$ cat src/rtl/bkv_pkg.sv
// Shared types and constants for the bounded key/value table.
`default_nettype none
package bkv_pkg;

  localparam int DEPTH_DEF      = 16;
  localparam int KEY_BITS_DEF   = 32;
  localparam int VALUE_BITS_DEF = 32;

  localparam int ACTION_W    = 3;
  localparam int KEY_W       = 32;
  localparam int VALUE_W     = 32;
  localparam int RANK_W      = 4;
  localparam int COUNT_W     = 5;
  localparam int CAP_W       = 5;
  localparam int IN_TDATA_W  = 72;
  localparam int OUT_TDATA_W = 72;
  localparam int OUT_TUSER_W = 1;
  localparam int APB_ADDR_W  = 3;
  localparam int APB_DATA_W  = 32;

  localparam logic [CAP_W-1:0] CAP_RESET = CAP_W'(16);

  // register index, taken from paddr above the byte offset
  localparam logic [APB_ADDR_W-3:0] REG_CAPACITY = '0;

  typedef enum logic [ACTION_W-1:0] {
    ACT_INSERT = 3'd0,
    ACT_UPDATE = 3'd1,
    ACT_UPSERT = 3'd2,
    ACT_ERASE  = 3'd3,
    ACT_LOOKUP = 3'd4,
    ACT_RANK   = 3'd5
  } act_e;

  typedef enum logic [2:0] {
    ST_IDLE,
    ST_EXEC,
    ST_COUNT,
    ST_COLLECT,
    ST_FINISH
  } st_e;

  typedef struct packed {
    logic rank_mode;
    logic load_tok;
    logic count_en;
    logic col_en;
    logic wr_ins;
    logic wr_upd;
    logic wr_erase;
  } cell_ctrl_t;

endpackage
`default_nettype wire

$ cat src/rtl/bkv_cell.sv
// One table slot: stored pair, rank token stage and result collection stage.
`default_nettype none
module bkv_cell import bkv_pkg::*; #(
  parameter int DEPTH      = DEPTH_DEF,
  parameter int KEY_BITS   = KEY_BITS_DEF,
  parameter int VALUE_BITS = VALUE_BITS_DEF,
  parameter int INDEX      = 0,
  localparam int CNTW      = $clog2(DEPTH + 1)
) (
  input  wire                   clk_i,
  input  wire                   rst_ni,
  input  cell_ctrl_t            ctrl_i,
  input  wire [CNTW-1:0]        count_i,
  input  wire [KEY_BITS-1:0]    req_key_i,
  input  wire [VALUE_BITS-1:0]  req_value_i,
  input  wire [RANK_W-1:0]      req_rank_i,
  input  wire [KEY_BITS-1:0]    nxt_key_i,
  input  wire [VALUE_BITS-1:0]  nxt_value_i,
  input  wire                   seen_i,
  input  wire [KEY_BITS-1:0]    tok_key_i,
  input  wire                   tok_vld_i,
  input  wire                   col_vld_i,
  input  wire [KEY_BITS-1:0]    col_key_i,
  input  wire [VALUE_BITS-1:0]  col_value_i,
  output logic [KEY_BITS-1:0]   key_o,
  output logic [VALUE_BITS-1:0] value_o,
  output logic                  seen_o,
  output logic [KEY_BITS-1:0]   tok_key_o,
  output logic                  tok_vld_o,
  output logic                  col_vld_o,
  output logic [KEY_BITS-1:0]   col_key_o,
  output logic [VALUE_BITS-1:0] col_value_o
);

  localparam int CMPW = (CNTW > RANK_W) ? CNTW : RANK_W;

  logic [KEY_BITS-1:0]   key_q, key_d;
  logic [VALUE_BITS-1:0] val_q, val_d;
  logic [KEY_BITS-1:0]   tok_key_q, tok_key_d;
  logic                  tok_vld_q, tok_vld_d;
  logic [CNTW-1:0]       smaller_q, smaller_d;
  logic                  col_vld_q, col_vld_d;
  logic [KEY_BITS-1:0]   col_key_q, col_key_d;
  logic [VALUE_BITS-1:0] col_val_q, col_val_d;

  logic occupied, match, rank_hit, hit;

  assign occupied = CNTW'(INDEX) < count_i;
  assign match    = occupied && (key_q == req_key_i);
  assign seen_o   = seen_i | match;
  assign rank_hit = occupied && (CMPW'(smaller_q) == CMPW'(req_rank_i));
  assign hit      = ctrl_i.rank_mode ? rank_hit : match;

  always_comb begin
    key_d = key_q;
    val_d = val_q;
    if (ctrl_i.wr_erase && seen_o) begin
      key_d = nxt_key_i;
      val_d = nxt_value_i;
    end else if (ctrl_i.wr_ins && (CNTW'(INDEX) == count_i)) begin
      key_d = req_key_i;
      val_d = req_value_i;
    end else if (ctrl_i.wr_upd && match) begin
      val_d = req_value_i;
    end
  end

  always_comb begin
    tok_key_d = tok_key_q;
    tok_vld_d = tok_vld_q;
    smaller_d = smaller_q;
    if (ctrl_i.load_tok) begin
      tok_key_d = key_q;
      tok_vld_d = occupied;
      smaller_d = '0;
    end else if (ctrl_i.count_en) begin
      tok_key_d = tok_key_i;
      tok_vld_d = tok_vld_i;
      if (tok_vld_q && (tok_key_q < key_q)) begin
        smaller_d = smaller_q + CNTW'(1);
      end
    end
  end

  always_comb begin
    col_vld_d = col_vld_q;
    col_key_d = col_key_q;
    col_val_d = col_val_q;
    if (ctrl_i.col_en) begin
      col_vld_d = hit | col_vld_i;
      col_key_d = hit ? key_q : col_key_i;
      col_val_d = hit ? val_q : col_value_i;
    end
  end

  always_ff @(posedge clk_i) begin
    key_q     <= key_d;
    val_q     <= val_d;
    tok_key_q <= tok_key_d;
    col_key_q <= col_key_d;
    col_val_q <= col_val_d;
  end

  always_ff @(posedge clk_i or negedge rst_ni) begin
    if (!rst_ni) begin
      tok_vld_q <= 1'b0;
      smaller_q <= '0;
      col_vld_q <= 1'b0;
    end else begin
      tok_vld_q <= tok_vld_d;
      smaller_q <= smaller_d;
      col_vld_q <= col_vld_d;
    end
  end

  assign key_o       = key_q;
  assign value_o     = val_q;
  assign tok_key_o   = tok_key_q;
  assign tok_vld_o   = tok_vld_q;
  assign col_vld_o   = col_vld_q;
  assign col_key_o   = col_key_q;
  assign col_value_o = col_val_q;

endmodule
`default_nettype wire

$ cat config.mk
export PLATFORM = sky130hd
export DESIGN_NAME = bkv_cell
export DESIGN_NICKNAME = d
export VERILOG_FILES = /design/src/rtl/bkv_pkg.sv /design/src/rtl/bkv_cell.sv
export SDC_FILE = /design/constraint.sdc
export NUM_CORES = 1
export LEC_CHECK = 0
export BUFFER_PORTS_ARGS = -buffer_cell sky130_fd_sc_hd__buf_2
export CAP_MARGIN = 10
export CORE_AREA = 2 2 159 161
export CTS_CLUSTER_DIAMETER = 200
export CTS_CLUSTER_SIZE = 16
export DETAILED_ROUTE_END_ITERATION = 10
export DIE_AREA = 0 0 161 163
export GPL_TIMING_DRIVEN = 0
export HOLD_SLACK_MARGIN = 0.06
export MAX_ROUTING_LAYER = met4
export PLACE_DENSITY = 0.74
export SYNTH_ARGS = -nofsm -noshare
export SYNTH_HDL_FRONTEND = slang
export SYNTH_SLANG_ARGS = --single-unit
export TNS_END_PERCENT = 100
$ cat constraint.sdc
create_clock -name clk_i -period 10.1 [get_ports clk_i]
set_clock_uncertainty 0.05 [all_clocks]
set_input_delay 0.505 -clock clk_i [delete_from_list [all_inputs] [get_ports clk_i]]
set_output_delay 0.505 -clock clk_i [all_outputs]
set_load 0.03 [all_outputs]
# Yosys cells after proc, flatten, opt, wreduce, memory -nomap -nowiden

Cells that the tools add are included.

Word-level logic and storage cells: 42
Output and inout bits: 163
Bits in latches: 0
Memory bits (read-only): 0
Memories: 0
Memory bits (writable): 0
Input port bits: 245
Register bits after elaboration: 167

Eq/ne operators: 2
Div/mod/pow operators: 0
Shift operators: 0
Bitwise operators: 2
Multiply operators: 0
Reductions and logical operators: 12
Multiplexer cells: 15
Order comparisons: 2
Add/sub/neg operators: 1

Operators by type and width:

| operator              | count |
|---|---|
| $mux W32              | 9 |
| $eq A32 B32 Y1        | 1 |
| $lt A32 B32 Y1        | 1 |
| $mux W5               | 3 |
| $logic_and A1 B1 Y1   | 6 |
| $reduce_bool A2 Y1    | 3 |
| $add A5 B1 Y5 const B | 1 |
| $eq A5 B4 Y1          | 1 |
| $logic_not A5 Y1      | 1 |
| $lt A1 B5 Y1 const A  | 1 |
| $mux W1               | 3 |
| $reduce_bool A3 Y1    | 1 |
| $or A1 B1 Y1          | 2 |
| $reduce_and A2 Y1     | 1 |

# Logic depth before layout (Yosys ltp)

Word-level depth: 6
Mapped depth: 8
Depth with buffers taken out: 8

# Worst setup path after synthesis

No wires, ideal clock.

Path type: reg2reg
Start point: register key_q[22], in the netlist key_o[22]
End point: register val_q[0], in the netlist value_o[0] (enable)
Data required time: 9,618 ps
Path buffers: 0
Cell stages (with the launch flop): 7
Path slack: 6,526 ps
Clock period less this slack: 3,574 ps
Library setup time: 432 ps
Data arrival time: 3,092 ps
Cell sequence: edfxtp_1 > xnor2_1 > nand4_1 > nor4_1 > and4_4 > a221oi_1 > a21oi_1

Longest elaborated chain between the ends: 5
Elaborated cells between the ends (all ways): 6
Classes of those cells: 1 x eq/ne; 1 x bitwise; 4 x reduce/logical

RTL lines:

| element                        | line           | text |
|---|---|---|
| start: declaration             | bkv_cell.sv:37 | `logic [KEY_BITS-1:0] key_q, key_d;` |
| start signal: assignment       | bkv_cell.sv:97 | `key_q <= key_d;` |
| $eq A32 B32 Y1 *               | bkv_cell.sv:49 | `assign match = occupied && (key_q == req_key_i);` |
| $logic_and A1 B1 Y1 *          | bkv_cell.sv:49 |  |
| $or A1 B1 Y1                   | bkv_cell.sv:50 | `assign seen_o = seen_i \| match;` |
| $logic_and A1 B1 Y1            | bkv_cell.sv:57 | `if (ctrl_i.wr_erase && seen_o) begin` |
| $reduce_bool A3 Y1 (no line) * | n/a            |  |
| end signal: assignment         | bkv_cell.sv:98 | `val_q <= val_d;` |
| end: declaration               | bkv_cell.sv:38 | `logic [VALUE_BITS-1:0] val_q, val_d;` |

Mark *: on every way between the ends. The rest lies on a longest branch, timed or not.
A chain may end at the register's enable or synchronous reset.

# Worst setup path in the final report

Start point: register key_q[23], in the netlist key_o[23]
End point: register key_q[0], in the netlist key_o[0] (enable)

Longest elaborated chain between the ends: 5

RTL lines:

| element                      | line |
|---|---|
| $eq A32 B32 Y1               | bkv_cell.sv:49 |
| $logic_and A1 B1 Y1          | bkv_cell.sv:49 |
| $or A1 B1 Y1                 | bkv_cell.sv:50 |
| $logic_and A1 B1 Y1          | bkv_cell.sv:57 |
| $reduce_bool A2 Y1 (no line) | n/a |

Every way passes these cells.

==> results.md <==
* FF-to-FF Start: key_o[23]$_DFFE_PP_
* Clk_lat worst skew at 0.43 ns
* Reg-to-reg slack, setup at 6.72 ns
* Top cell family by delay on the critical path: simple AND/OR/NAND/NOR gates
* Num CTS Buffers at 17
* Synth Flop Type: edfxtp_1
* Post-layout util at 47.8%
* Hpwl dp at 21.5 mm
* Setup-failing EPs final at 0
* Vias at 6520
* Area Growth Syn to Fin at 36.3%
* Worst Tran Pin Value at 0.921 ns
* Layout cells sized above 1 at 61.9%
* Initial Util at 35.1%
* Post-CTS setup buffer count at 0
* Tmin final at 3.38 ns
* Unrepaired setup endpoints after global routing: false
* Post-synth EDFFs at 160
* Pwr Density at 166 nW/um^2
* Max Fclk at 296 MHz
* Die area at 26200 sq um
* FILL cells at 2218
* Syn nets at 838
* Die Y at 163 um
* Post-synth cell types at 47
* Syn Area/Cell at 15.4 sq um
* Reg2reg path depth at 8
* DRT Pass-1 Iters at 5
* GRT Total Usage at 20.7%
* Critical path buffers and inverters at 2
* Slew HR at 38.6%
* Crit path capture: key_o[0]$_DFFE_PP_
* Post-Synthesis Cells at 561
* Via/cell ratio at 4.87
* Initial DRC Count at 401
* Crit-path max cell delay at 0.63 ns
* GR Overflow Total at 0
* Leak at 5.22 nW
* Startpoint Class: flip-flop
* Clock Sink Count at 167
* First-pass GRT wire length at 39.1 mm
* Routability cong. at 0.845
* Run status: complete, no violations
* Initial antenna violation count at 4
* #FFs+latches synth at 167
* Maximum fanout along the worst path at 32
* Crit-path most repeated cell: buf_8
* Async SR Flop Fraction at 4.19%
* Clk buf depth at 2
* Per-cell routed wire length at 20.4 um
* Cell accounting for the most synthesized area: edfxtp_1
* Slowest-stage cell, CP: nand2_2
* Clock root cell: clkbuf_16
* Buffers on Ports at 406
* Core box area at 24700 sq um
* Vias in the first global route at 6645
* Synth Warn # at 0
* Largest net degree at the start of global routing at 36
* Worst Path Arrival at 3.38 ns
* # Max-Cap Violations at 0
* Top-area cell type share of the netlist area at 55.5%
* Std-Cell Rows at 58
* Maximum VDD drop at 0.107 mV
* CTS tree: yes
* WL final at 27.4 mm
* Endpoints failing hold at 0
* Die Width at 161 um
* CP cell instances: xnor2_1 -> nand4_1 -> nor4_1 -> and4_4 -> o21ai_4 -> buf_8 -> buf_8 -> nand2_2
* Crit path kind: reg2reg
* Clk slew on worst S/H paths at 0.07 ns
* Max H-tree Level at 4
* Setup TNS at 0 ns
* Final Max Slew Viols at 0
* Worst path depth at 8
* Largest cells by area after synthesis: edfxtp_1 56%, mux2_2 14%, mux2_4 7.3%, ha_1 4.6%, xnor2_1 3.1%
* Total power at 1.96 mW
* Worst Setup SP: key_o[23]$_DFFE_PP_
* Worst endpoint required time at 10.09 ns
* Antenna-violating nets left at 0
* I/O pins at 408
* Fin nets at 1266
* Synth Cell Area at 8650 sq um
* RR Endpoint: key_o[0]$_DFFE_PP_
* Residual DRC count at 0
* Hold Crit Class: in2reg
* Sequential share of the synthesized area at 57.6%
* Crit end category: flip-flop
* Final period util at 33.5%
[synth_stat cells (2+ instances only)]
| library cell | instances |
|---|---|
| a21oi_1 | 18 |
| a221oi_1 | 2 |
| buf_12 | 4 |
| buf_2 | 2 |
| buf_4 | 6 |
| buf_8 | 2 |
| clkbuf_1 | 5 |
| dfrtp_1 | 7 |
| edfxtp_1 | 160 |
| ha_1 | 32 |
| inv_1 | 35 |
| mux2_1 | 9 |
| mux2_2 | 111 |
| mux2_4 | 42 |
| nand2_1 | 21 |
| nand2b_1 | 3 |
| nand3_1 | 4 |
| nand4_1 | 11 |
| nor2_1 | 7 |
| nor2b_1 | 3 |
| nor3_1 | 2 |
| nor4_1 | 8 |
| o21a_1 | 3 |
| o21ai_0 | 6 |
| or4_1 | 2 |
| xnor2_1 | 31 |
| xor2_1 | 5 |
[worst register-to-register path, delay by kind of cell (launching register included)]
| kind | cells | cell delay [ns] |
|---|---|---|
| flops | 1 | 0.51 |
| buf+inv | 2 | 0.34 |
| xor+xnor | 1 | 0.45 |
| compound gates | 1 | 0.07 |
| simple gates | 4 | 1.57 |
[worst min path at each step]
stage	endpoint	slack, ns	cells past startpoint	from
floorplan	col_vld_o$_DFFE_PN0P_	0.16	0	rst_ni
global placement	col_vld_o$_DFFE_PN0P_	0.34	1	rst_ni
detailed placement	col_vld_o$_DFFE_PN0P_	0.34	1	rst_ni
CTS	col_vld_o$_DFFE_PN0P_	0.26	3	col_vld_i
global route	col_vld_o$_DFFE_PN0P_	0.28	3	col_vld_i
finish	col_vld_o$_DFFE_PN0P_	0.28	3	col_vld_i
[layout by cell type, fill, tap and decap left out, types with 8 or more instances in the layout]
master,synthesis,layout
mux2_1,9,9
nand2_1,21,20
nor4_1,8,8
ha_1,32,32
xnor2_1,31,31
clkbuf_16,0,17
edfxtp_1,160,160
buf_2,2,407
a21oi_1,18,17
inv_1,35,35
mux2_4,42,42
nand4_1,11,11
mux2_2,111,111
[cell type report]
type / count / area [sq um] / share of cell area (%)
Antenna cell: 6 / 15.0 / 0.127
Buffer: 19 / 184 / 1.56
Clock buffer: 18 / 429 / 3.64
Clock inverter: 14 / 186 / 1.58
Inverter: 35 / 131 / 1.11
Multi-Input combinational cell: 340 / 3370 / 28.6
Sequential cell: 167 / 4980 / 42.2
Tap cell: 330 / 413 / 3.50
Timing Repair Buffer: 409 / 2080 / 17.7
[kinds of logic after synthesis]
logic type | share of synthesized area, %
compound gates | 2.79
xor+xnor | 3.64
fa+ha+maj | 4.63
buf+inv | 3.64
flops | 57.6
mux | 23.0
simple gates | 4.70
[metrics by stage]
stage	cell area [sq um]	instances	worst slack, ns	hold WS [ns]
final	11800	1338	6.72	0.281
after global routing	11800	1336	6.63	0.280
after CTS	11800	1332	6.75	0.256
after floorplan	8650	561	6.53	0.159
after detailed placement	11200	1299	6.67	0.338
after global placement	11100	1297	5.16	0.336
[report_power, final]
| group | internal (mW) | switching [mW] | total, mW |
|---|---|---|---|
| combinational | 0.159 | 0.234 | 0.393 |
| clock | 0.398 | 0.303 | 0.701 |
| sequential | 0.824 | 0.0382 | 0.862 |
| total | 1.38 | 0.575 | 1.96 |
[sequential cells by signal (all words and copies together), names as in the netlist]
signal,count
col_key_o,32
col_value_o,32
key_o,32
tok_key_o,32
value_o,32
smaller_q,5
col_vld_o,1
tok_vld_o,1
[repair_timing]
action,CTS,global route
gates resized for setup,0,0
hold endpoints to repair,7,0
hold buffers,1,0
setup endpoints to repair,0,0
[layer usage]
layer | track usage (%) | share of wire [%]
met1 | 25.3 | 41
met2 | 34.9 | 51
met3 | 4.28 | 5.8
met5 | - | 0
met4 | 6.21 | 1.7
Note: power is estimated with default switching activity, not from simulation.
