File: config.mk
export PLATFORM = sky130hd
export DESIGN_NAME = bkv_ctrl
export DESIGN_NICKNAME = d
export VERILOG_FILES = /design/src/rtl/bkv_pkg.sv /design/src/rtl/bkv_ctrl.sv
export SDC_FILE = /design/constraint.sdc
export NUM_CORES = 1
export LEC_CHECK = 0
export ABC_CLOCK_PERIOD_IN_PS = 2400
export BUFFER_PORTS_ARGS = -buffer_cell sky130_fd_sc_hd__buf_2
export CORE_AREA = 2 2 39 41
export DETAILED_ROUTE_END_ITERATION = 10
export DIE_AREA = 0 0 41 43
export PLACE_DENSITY_LB_ADDON = 0.05
export SYNTH_ARGS = -nofsm -noshare
export SYNTH_HDL_FRONTEND = slang
export SYNTH_SLANG_ARGS = --single-unit
File: constraint.sdc
create_clock -name clk_i -period 2.4 [get_ports clk_i]
set_clock_uncertainty 0.05 [all_clocks]
set_input_delay 0.48 -clock clk_i [delete_from_list [all_inputs] [get_ports clk_i]]
set_output_delay 0.48 -clock clk_i [all_outputs]
set_load 0.005 [all_outputs]
File: src/rtl/bkv_pkg.sv
// Shared types and constants for the bounded key/value table.
`default_nettype none
package bkv_pkg;

  localparam int DEPTH_DEF      = 16;
  localparam int KEY_BITS_DEF   = 32;
  localparam int VALUE_BITS_DEF = 32;

  localparam int ACTION_W    = 3;
  localparam int KEY_W       = 32;
  localparam int VALUE_W     = 32;
  localparam int RANK_W      = 4;
  localparam int COUNT_W     = 5;
  localparam int CAP_W       = 5;
  localparam int IN_TDATA_W  = 72;
  localparam int OUT_TDATA_W = 72;
  localparam int OUT_TUSER_W = 1;
  localparam int APB_ADDR_W  = 3;
  localparam int APB_DATA_W  = 32;

  localparam logic [CAP_W-1:0] CAP_RESET = CAP_W'(16);

  // register index, taken from paddr above the byte offset
  localparam logic [APB_ADDR_W-3:0] REG_CAPACITY = '0;

  typedef enum logic [ACTION_W-1:0] {
    ACT_INSERT = 3'd0,
    ACT_UPDATE = 3'd1,
    ACT_UPSERT = 3'd2,
    ACT_ERASE  = 3'd3,
    ACT_LOOKUP = 3'd4,
    ACT_RANK   = 3'd5
  } act_e;

  typedef enum logic [2:0] {
    ST_IDLE,
    ST_EXEC,
    ST_COUNT,
    ST_COLLECT,
    ST_FINISH
  } st_e;

  typedef struct packed {
    logic rank_mode;
    logic load_tok;
    logic count_en;
    logic col_en;
    logic wr_ins;
    logic wr_upd;
    logic wr_erase;
  } cell_ctrl_t;

endpackage
`default_nettype wire

File: src/rtl/bkv_ctrl.sv
// Sequencer: decodes the action and steps the cell row through its phases.
`default_nettype none
module bkv_ctrl import bkv_pkg::*; #(
  parameter int DEPTH = DEPTH_DEF
) (
  input  wire        clk_i,
  input  wire        rst_ni,
  input  wire        in_valid_i,
  output logic       in_ready_o,
  input  act_e       action_i,
  input  wire        match_any_i,
  input  wire        room_i,
  input  wire        out_free_i,
  output cell_ctrl_t ctrl_o,
  output logic       res_load_o,
  output logic       res_col_o
);

  localparam int STW = (DEPTH > 1) ? $clog2(DEPTH) : 1;

  st_e            state_q, state_d;
  logic [STW-1:0] step_q, step_d;
  logic           last;

  assign last = step_q == STW'(DEPTH - 1);

  always_comb begin
    state_d = state_q;
    case (state_q)
      ST_IDLE: begin
        if (in_valid_i) state_d = ST_EXEC;
      end
      ST_EXEC: begin
        case (action_i)
          ACT_LOOKUP: state_d = ST_COLLECT;
          ACT_RANK:   state_d = ST_COUNT;
          default: begin
            if (out_free_i) state_d = ST_IDLE;
          end
        endcase
      end
      ST_COUNT: begin
        if (last) state_d = ST_COLLECT;
      end
      ST_COLLECT: begin
        if (last) state_d = ST_FINISH;
      end
      ST_FINISH: begin
        if (out_free_i) state_d = ST_IDLE;
      end
      default: state_d = ST_IDLE;
    endcase
  end

  always_comb begin
    step_d = step_q;
    if ((state_q == ST_COUNT) || (state_q == ST_COLLECT)) begin
      step_d = last ? '0 : step_q + STW'(1);
    end
  end

  always_comb begin
    in_ready_o       = 1'b0;
    res_load_o       = 1'b0;
    res_col_o        = 1'b0;
    ctrl_o           = '0;
    ctrl_o.rank_mode = action_i == ACT_RANK;
    case (state_q)
      ST_IDLE: in_ready_o = 1'b1;
      ST_EXEC: begin
        case (action_i)
          ACT_LOOKUP: ;
          ACT_RANK:   ctrl_o.load_tok = 1'b1;
          default: begin
            if (out_free_i) begin
              res_load_o = 1'b1;
              case (action_i)
                ACT_INSERT: ctrl_o.wr_ins = !match_any_i && room_i;
                ACT_UPDATE: ctrl_o.wr_upd = match_any_i;
                ACT_UPSERT: begin
                  ctrl_o.wr_upd = match_any_i;
                  ctrl_o.wr_ins = !match_any_i && room_i;
                end
                ACT_ERASE:  ctrl_o.wr_erase = match_any_i;
                default: ;
              endcase
            end
          end
        endcase
      end
      ST_COUNT:   ctrl_o.count_en = 1'b1;
      ST_COLLECT: ctrl_o.col_en = 1'b1;
      ST_FINISH: begin
        if (out_free_i) begin
          res_load_o = 1'b1;
          res_col_o  = 1'b1;
        end
      end
      default: ;
    endcase
  end

  always_ff @(posedge clk_i or negedge rst_ni) begin
    if (!rst_ni) begin
      state_q <= ST_IDLE;
      step_q  <= '0;
    end else begin
      state_q <= state_d;
      step_q  <= step_d;
    end
  end

endmodule
`default_nettype wire

Word-level counts from Yosys, hierarchy flattened
Index checks and enable logic that the tools add are counted.
{"block": "totals", "register_bits": 7, "latchBits": 0, "ram_bits": 0, "romBits": 0, "output_inout_bits": 10, "elab_cells": 47, "n_memories": 0}
{"block": "classes", "n_addsub": 1, "multipliers": 0, "div": 0, "order_cmp": 0, "eq_ne": 13, "shifts": 0, "muxes": 22, "bitwise_logic": 0, "n_reduce_logical": 9}
{"op": "$mux W3", "count": 7}
{"op": "$pmux W3 S5", "count": 1}
{"op": "$eq A3 B2 Y1 const B", "count": 4}
{"op": "$mux W1", "count": 11}
{"op": "$eq A3 B3 Y1 const B", "count": 3}
{"op": "$eq A3 B1 Y1 const B", "count": 2}
{"op": "$logic_not A3 Y1", "count": 2}
{"op": "$ne A2 B2 Y1 const B", "count": 3}
{"op": "$pmux W3 S2", "count": 1}
{"op": "$reduce_or A2 Y1", "count": 3}
{"op": "$add A4 B1 Y4 const B", "count": 1}
{"op": "$eq A4 B4 Y1 const B", "count": 1}
{"op": "$mux W4", "count": 1}
{"op": "$reduce_and A3 Y1", "count": 1}
{"op": "$pmux W1 S2", "count": 1}
{"op": "$logic_and A1 B1 Y1", "count": 1}
{"op": "$logic_not A1 Y1", "count": 1}
{"op": "$logic_or A1 B1 Y1", "count": 1}

Logic depth before layout (Yosys ltp)
Gate-level depths: netlist of the first run.
{"block": "depth", "word_depth": 6, "depth_mapped": 4}

Worst setup path before layout of the first run
OpenSTA, ideal clock, no wires.
{"block": "synth_path", "path_type": "reg2out", "start": "reg state_q[1]", "end": "out ctrl_o[2] (netlist name)", "arrival_ns": 1.159, "required_ns": 1.870, "slack_ns": 0.711, "stages_incl_launch_ff": 5, "path_buffers": 1, "path_cell_list": "dfrtp_1 buf_2 nor3b_2 nand3b_1 nor4b_1"}
{"item": "start: declaration", "line_no": "bkv_ctrl.sv:21", "rtl": "st_e state_q, state_d;"}
{"item": "start signal: assignment", "line_no": "bkv_ctrl.sv:108", "rtl": "state_q <= state_d;"}
{"item": "end: declaration", "line_no": "bkv_ctrl.sv:14", "rtl": "output cell_ctrl_t ctrl_o,"}

==> results of run 1 <==
## cells in the mapped netlist, types with 2 or more instances
library cell / count / area share [%]
and2_1: 2 / 2.5
nand4_1: 2 / 2.5
nor2_1: 5 / 3.8
dfrtp_1: 7 / 35
nor2b_1: 3 / 3.8
buf_2: 3 / 3.0
nand2_1: 9 / 6.7
a21oi_1: 3 / 3.0
xnor2_1: 2 / 3.5
nor3_1: 2 / 2.0
o21ai_1: 2 / 2.0
## critical path, delay by kind of cell (launching register included)
family / cells / cell delay (ps)
buffers and inverters: 1 / 150
DFF: 1 / 510
and+or+nand+nor: 3 / 630
## routing by layer
layer	up-vias	routed length, um	share of wire [%]	track usage (%)
li1	246	-	-	-
met1	224	520	48	21.1
met2	13	469	43	21.9
met3	0	104	9.5	11.0
met4	0	0	0	2.00
met5	-	0	0	0
## where the power goes
part	total [mW]	internal, mW	switching (mW)
registers	0.263	0.171	0.0923
logic	0.271	0.136	0.135
clock network	0.106	0.0634	0.0429
## area by class of cell
class	instances	area (um^2)	area share (%)
Multi-Input combinational cell	48	307	49.3
Sequential cell	7	175	28.2
Timing Repair Buffer	18	90.1	14.5
Clock buffer	4	26.3	4.23
Tap cell	16	20.0	3.22
Inverter	1	3.75	0.604
## kinds of logic after synthesis
family / after synthesis / synth area share, %
buf+inv: 4 / 3.75
xor+xnor: 2 / 3.50
simple gates: 36 / 42.8
fa+ha+maj: 1 / 2.50
compound gates: 9 / 12.5
flops: 7 / 35.0
## stage by stage
stage	std cells	instance area (um^2)	setup slack (ps)	utilization, %	hold slack (ps)
after floorplan	59	500	711	-	134
after global placement	90	596	608	43.0	275
after detailed placement	90	596	583	43.0	272
after CTS	94	622	299	44.9	1.57
after global routing	94	622	163	44.9	2.29
final	94	622	313	44.9	-2.47
## flip-flops by register name, summed over array words and instances, names as in the netlist
signal and count:
step_q 4, state_q 3
## worst max path at each step
stage | start | end | slack (ps)
final | state_q[0]$_DFFE_PN0P_ | ctrl_o[2] | 310
after global routing | state_q[0]$_DFFE_PN0P_ | ctrl_o[2] | 160
after CTS | state_q[0]$_DFFE_PN0P_ | ctrl_o[2] | 300
after detailed placement | state_q[0]$_DFFE_PN0P_ | ctrl_o[2] | 580
after global placement | state_q[0]$_DFFE_PN0P_ | ctrl_o[2] | 610
after floorplan | state_q[1]$_DFFE_PN0P_ | ctrl_o[2] | 710
==> results.json, run 1 <==
{
  "max_stage_delay_ps": 510,
  "syn_nets": 69,
  "ir_drop_uv": 574,
  "hpwl_um": 861,
  "violations": "negative hold slack",
  "syn-instance-count": 59,
  "fin_crit_sh_pct": 86.9,
  "die_h_um": 43,
  "cap_violations": 0,
  "seq_area_frac_synth_pct": 35.0,
  "crit_chain": "nor3b_2 -> nand3b_1 -> nor4b_1 -> buf_2",
  "core_area_um2": 1380,
  "gr-total-overflow": 0,
  "cts_max_level": 1,
  "cp.required_ps": 1870,
  "yosys_warnings": 0,
  "postRouteWirelength_um": 1090,
  "fmax_mhz": 479,
  "cts_resized": 0,
  "cp_max_fo": 11,
  "syn_area_per_cell_um2": 8.48,
  "drtAntennaViolNets": 0,
  "finalSetupTns_ps": 0,
  "r2r_end": "state_q[0]$_DFFE_PN0P_",
  "dr.pass1.iters": 2,
  "layout_common_cells": "buf_2, nand2_1, dfrtp_1, nor2_1",
  "root_buffer": "clkbuf_4",
  "p_leak_nw": 0.307,
  "routed_via_density": 5.14,
  "initial_core_util_pct": 36.2,
  "row_count": 14,
  "power.density_nw_per_um2": 1030,
  "cts_tree": "built",
  "grt_first_pass_wirelength_um": 1920,
  "min_period_ps": 2090,
  "cpMaxStageDelayCell": "dfrtp_1",
  "cts_max_path_buffers": 2,
  "die_area_um2": 1760,
  "hp-class": "in -> async",
  "nFillCells": 145,
  "max_slew_margin_pct": 78.5,
  "final-max-slew-violation-count": 0,
  "synth-edff-count": 0,
  "final_common_cell": "buf_2",
  "worstPathArrival_ps": 1560,
  "grt_pass1_vias": 468,
  "cts_setup_buffers": 0,
  "drt_iter0_markers": 5,
  "ys.flop_type": "dfrtp_1",
  "grt_max_degree": 13,
  "routedWlPerCell_um": 11.6,
  "gp_congestion": 0.691,
  "finalHoldViolCount": 4,
  "status": "finished, violations left",
  "drcViolationCount": 0,
  "crit_path_start_kind": "flop",
  "async_flop_share_pct": 100,
  "vias": 483,
  "crit_path_end_kind": "output port",
  "setup_viol": 0,
  "cts_sinks": 7,
  "cts.clk_slew.worst_paths_ps": 50,
  "portBuffers": 18,
  "area_growth_pct": 24.2,
  "grt.total_usage_pct": 16.0,
  "layout-drive-gt1-share_pct": 29.5,
  "cts_buffers": 3,
  "worstSetupPathType": "reg -> out",
  "rsz0062_at_grt": "no",
  "diodes": 0,
  "antenna_found_initial": 0,
  "fin_nets": 89,
  "rrSetupSlack_ps": 1020,
  "fin_hold_ws_ps": -2.47,
  "synth_cell_types": 30,
  "tightestPinTransition_ps": 323,
  "die_w_um": 41,
  "syn_area_um2": 500,
  "cts_hold_buf": 0,
  "power_mw": 0.640,
  "ys_ff_latch": 7,
  "rr_startpoint": "step_q[0]$_DFFE_PN0P_",
  "worstRegToRegCells": 4,
  "ioPinCount": 19,
  "clock_latency_ps": 250
}
Note: power is estimated with default switching activity, not from simulation.
==> inputs of run 2 (changes only) <==
--- a/config.mk
+++ b/config.mk
@@ -10,7 +10,9 @@
 export CORE_AREA = 2 2 39 41
 export DETAILED_ROUTE_END_ITERATION = 10
 export DIE_AREA = 0 0 41 43
+export GPL_TIMING_DRIVEN = 0
 export PLACE_DENSITY_LB_ADDON = 0.05
+export SLEW_MARGIN = 25
 export SYNTH_ARGS = -nofsm -noshare
 export SYNTH_HDL_FRONTEND = slang
 export SYNTH_SLANG_ARGS = --single-unit
==> run 2 against run 1 <==
The run now ends clean. Non-clock buffer count rose by 4. Flip-flop and latch count did not move. Register-to-register slack improved by 30 ps. Largest cell class unchanged. Critical path depth rose by 1. Worst setup slack got worse by 52 ps.
==> results.json, run 2 (synthesized netlist as in run 1, its figures left out) <==
{
  "r2r_end": "state_q[0]$_DFFE_PN0P_",
  "crit_path_end_kind": "output port",
  "portBuffers": 18,
  "finalSetupTns_ps": 0,
  "cts.clk_slew.worst_paths_ps": 50,
  "cp.required_ps": 1870,
  "hold_depth": 2,
  "rrSetupSlack_ps": 1050,
  "core_area_um2": 1380,
  "cpMaxStageDelayCell": "dfrtp_1",
  "drtAntennaViolNets": 0,
  "cp_max_fo": 10,
  "rr_startpoint": "step_q[0]$_DFFE_PN0P_",
  "min_period_ps": 2140,
  "gr-total-overflow": 0,
  "area_growth_pct": 29.2,
  "cap_violations": 0,
  "ir_drop_uv": 471,
  "cts_max_level": 1,
  "crit_chain": "buf_2 -> nor3b_2 -> nand3b_1 -> nor4b_1 -> buf_2",
  "die_h_um": 43,
  "max_stage_delay_ps": 390,
  "final-max-slew-violation-count": 0,
  "final_common_cell": "buf_2",
  "postRouteWirelength_um": 1090,
  "reg_top3": "step_q: 4 flops, state_q: 3 flops",
  "cts_sinks": 7,
  "dr.pass1.iters": 5,
  "status": "finished, final reports clean",
  "crit_family": "simple AND/OR/NAND/NOR gates",
  "vias": 485,
  "crit_path_start_kind": "flop",
  "crit_end": "ctrl_o[2]",
  "worstPathArrival_ps": 1610,
  "fmax_mhz": 468,
  "row_count": 14,
  "worstSetupPathType": "reg -> out",
  "worstRegToRegCells": 4,
  "ioPinCount": 19,
  "cp.depth": 5,
  "routedWlPerCell_um": 11.1,
  "regMostFlops": "step_q",
  "diodes": 0,
  "intPower_mw": 0.384,
  "grt.total_usage_pct": 15.4,
  "initial_core_util_pct": 36.2,
  "p_comb_share_pct": 49.3,
  "fin_crit_sh_pct": 89.1,
  "power.density_nw_per_um2": 1010,
  "cts_buffers": 3,
  "cts_max_path_buffers": 2,
  "antenna_found_initial": 0,
  "tightestPinTransition_ps": 222,
  "layout_common_cells": "buf_2, nand2_1, dfrtp_1, nor2_1",
  "die_area_um2": 1760,
  "grt_first_pass_wirelength_um": 1810,
  "die_w_um": 41,
  "max_slew_margin_pct": 85.0,
  "fin_hold_ws_ps": 449,
  "root_buffer": "clkbuf_4",
  "largest_reg_flops": 4,
  "fin_nets": 93,
  "setup_viol": 0,
  "routed_via_density": 4.95,
  "finalHoldViolCount": 0,
  "rsz0062_at_grt": "no",
  "clock_latency_ps": 250,
  "grt_pass1_vias": 421,
  "crit_buf_inv": 2,
  "power_frac_clock_pct": 16.5,
  "gp_congestion": 0.658,
  "drcViolationCount": 0,
  "grt_max_degree": 11,
  "post-route-util_pct": 46.7,
  "power_frac_seq_pct": 34.2,
  "p_leak_nw": 0.324,
  "p_sw_share_pct": 41.2,
  "setup.worst_path.start": "state_q[1]$_DFFE_PN0P_",
  "cts_tree": "built",
  "drt_iter0_markers": 10,
  "layout-drive-gt1-share_pct": 31.7,
  "cpMostUsedCell": "buf_2",
  "hp-class": "in -> reg",
  "switching_power_mw": 0.269
}
==> run 2: power by group through the flow <==
stage | Sequential (mW) | Clock [mW] | Combinational, mW
after global placement | 0.222 | 0 | 0.326
after CTS | 0.222 | 0.113 | 0.324
after global routing | 0.233 | 0.121 | 0.373
final | 0.223 | 0.108 | 0.322
after detailed placement | 0.223 | 0 | 0.323
after floorplan | 0.212 | 0 | 0.243
==> run 2: timing repair <==
item,in CTS,in global routing
buffers inserted,0,0
endpoints found under the hold margin,4,0
hold buffers,1,0
resized for setup,0,0
==> run 2: worst min-delay path by stage <==
stage	startpoint	endpoint	slack, ps
after floorplan	rst_ni	state_q[0]$_DFFE_PN0P_	130
after global placement	rst_ni	step_q[2]$_DFFE_PN0P_	280
after detailed placement	rst_ni	step_q[2]$_DFFE_PN0P_	270
after CTS	out_free_i	state_q[2]$_DFFE_PN0P_	440
after global routing	out_free_i	state_q[2]$_DFFE_PN0P_	440
final	out_free_i	state_q[2]$_DFFE_PN0P_	450
==> run 2: final cells by class <==
cell class	instances	area, um^2
plain buffers	3	15.0
clock buffers	4	26.3
fillers	149	737
inverters	1	3.75
multi-input cells	48	307
flip-flops and latches	7	175
well taps	16	20.0
repair buffers	19	100
==> run 2: worst register-to-register path: stages, from the launching register on <==
cell	delay (ps)
dfrtp_1	410
ha_1	270
and4_1	190
nor3_1	220
a311oi_2	70
==> run 2: through the flow <==
stage	cells	setup slack [ps]	cell area, um^2	total power [mW]
6_report	98	261	647	0.653
5_1_grt	98	114	647	0.727
4_1_cts	98	255	647	0.660
3_5_place_dp	93	543	611	0.546
3_3_place_gp	93	541	611	0.548
2_1_floorplan	59	711	500	0.455
==> run 2: per-layer routing <==
metal	up-vias	global-route usage (%)	wire (um)
met5	-	0	0
met4	0	8.00	22
met3	5	7.85	66
met2	15	17.8	429
met1	209	22.5	568
li1	256	-	-
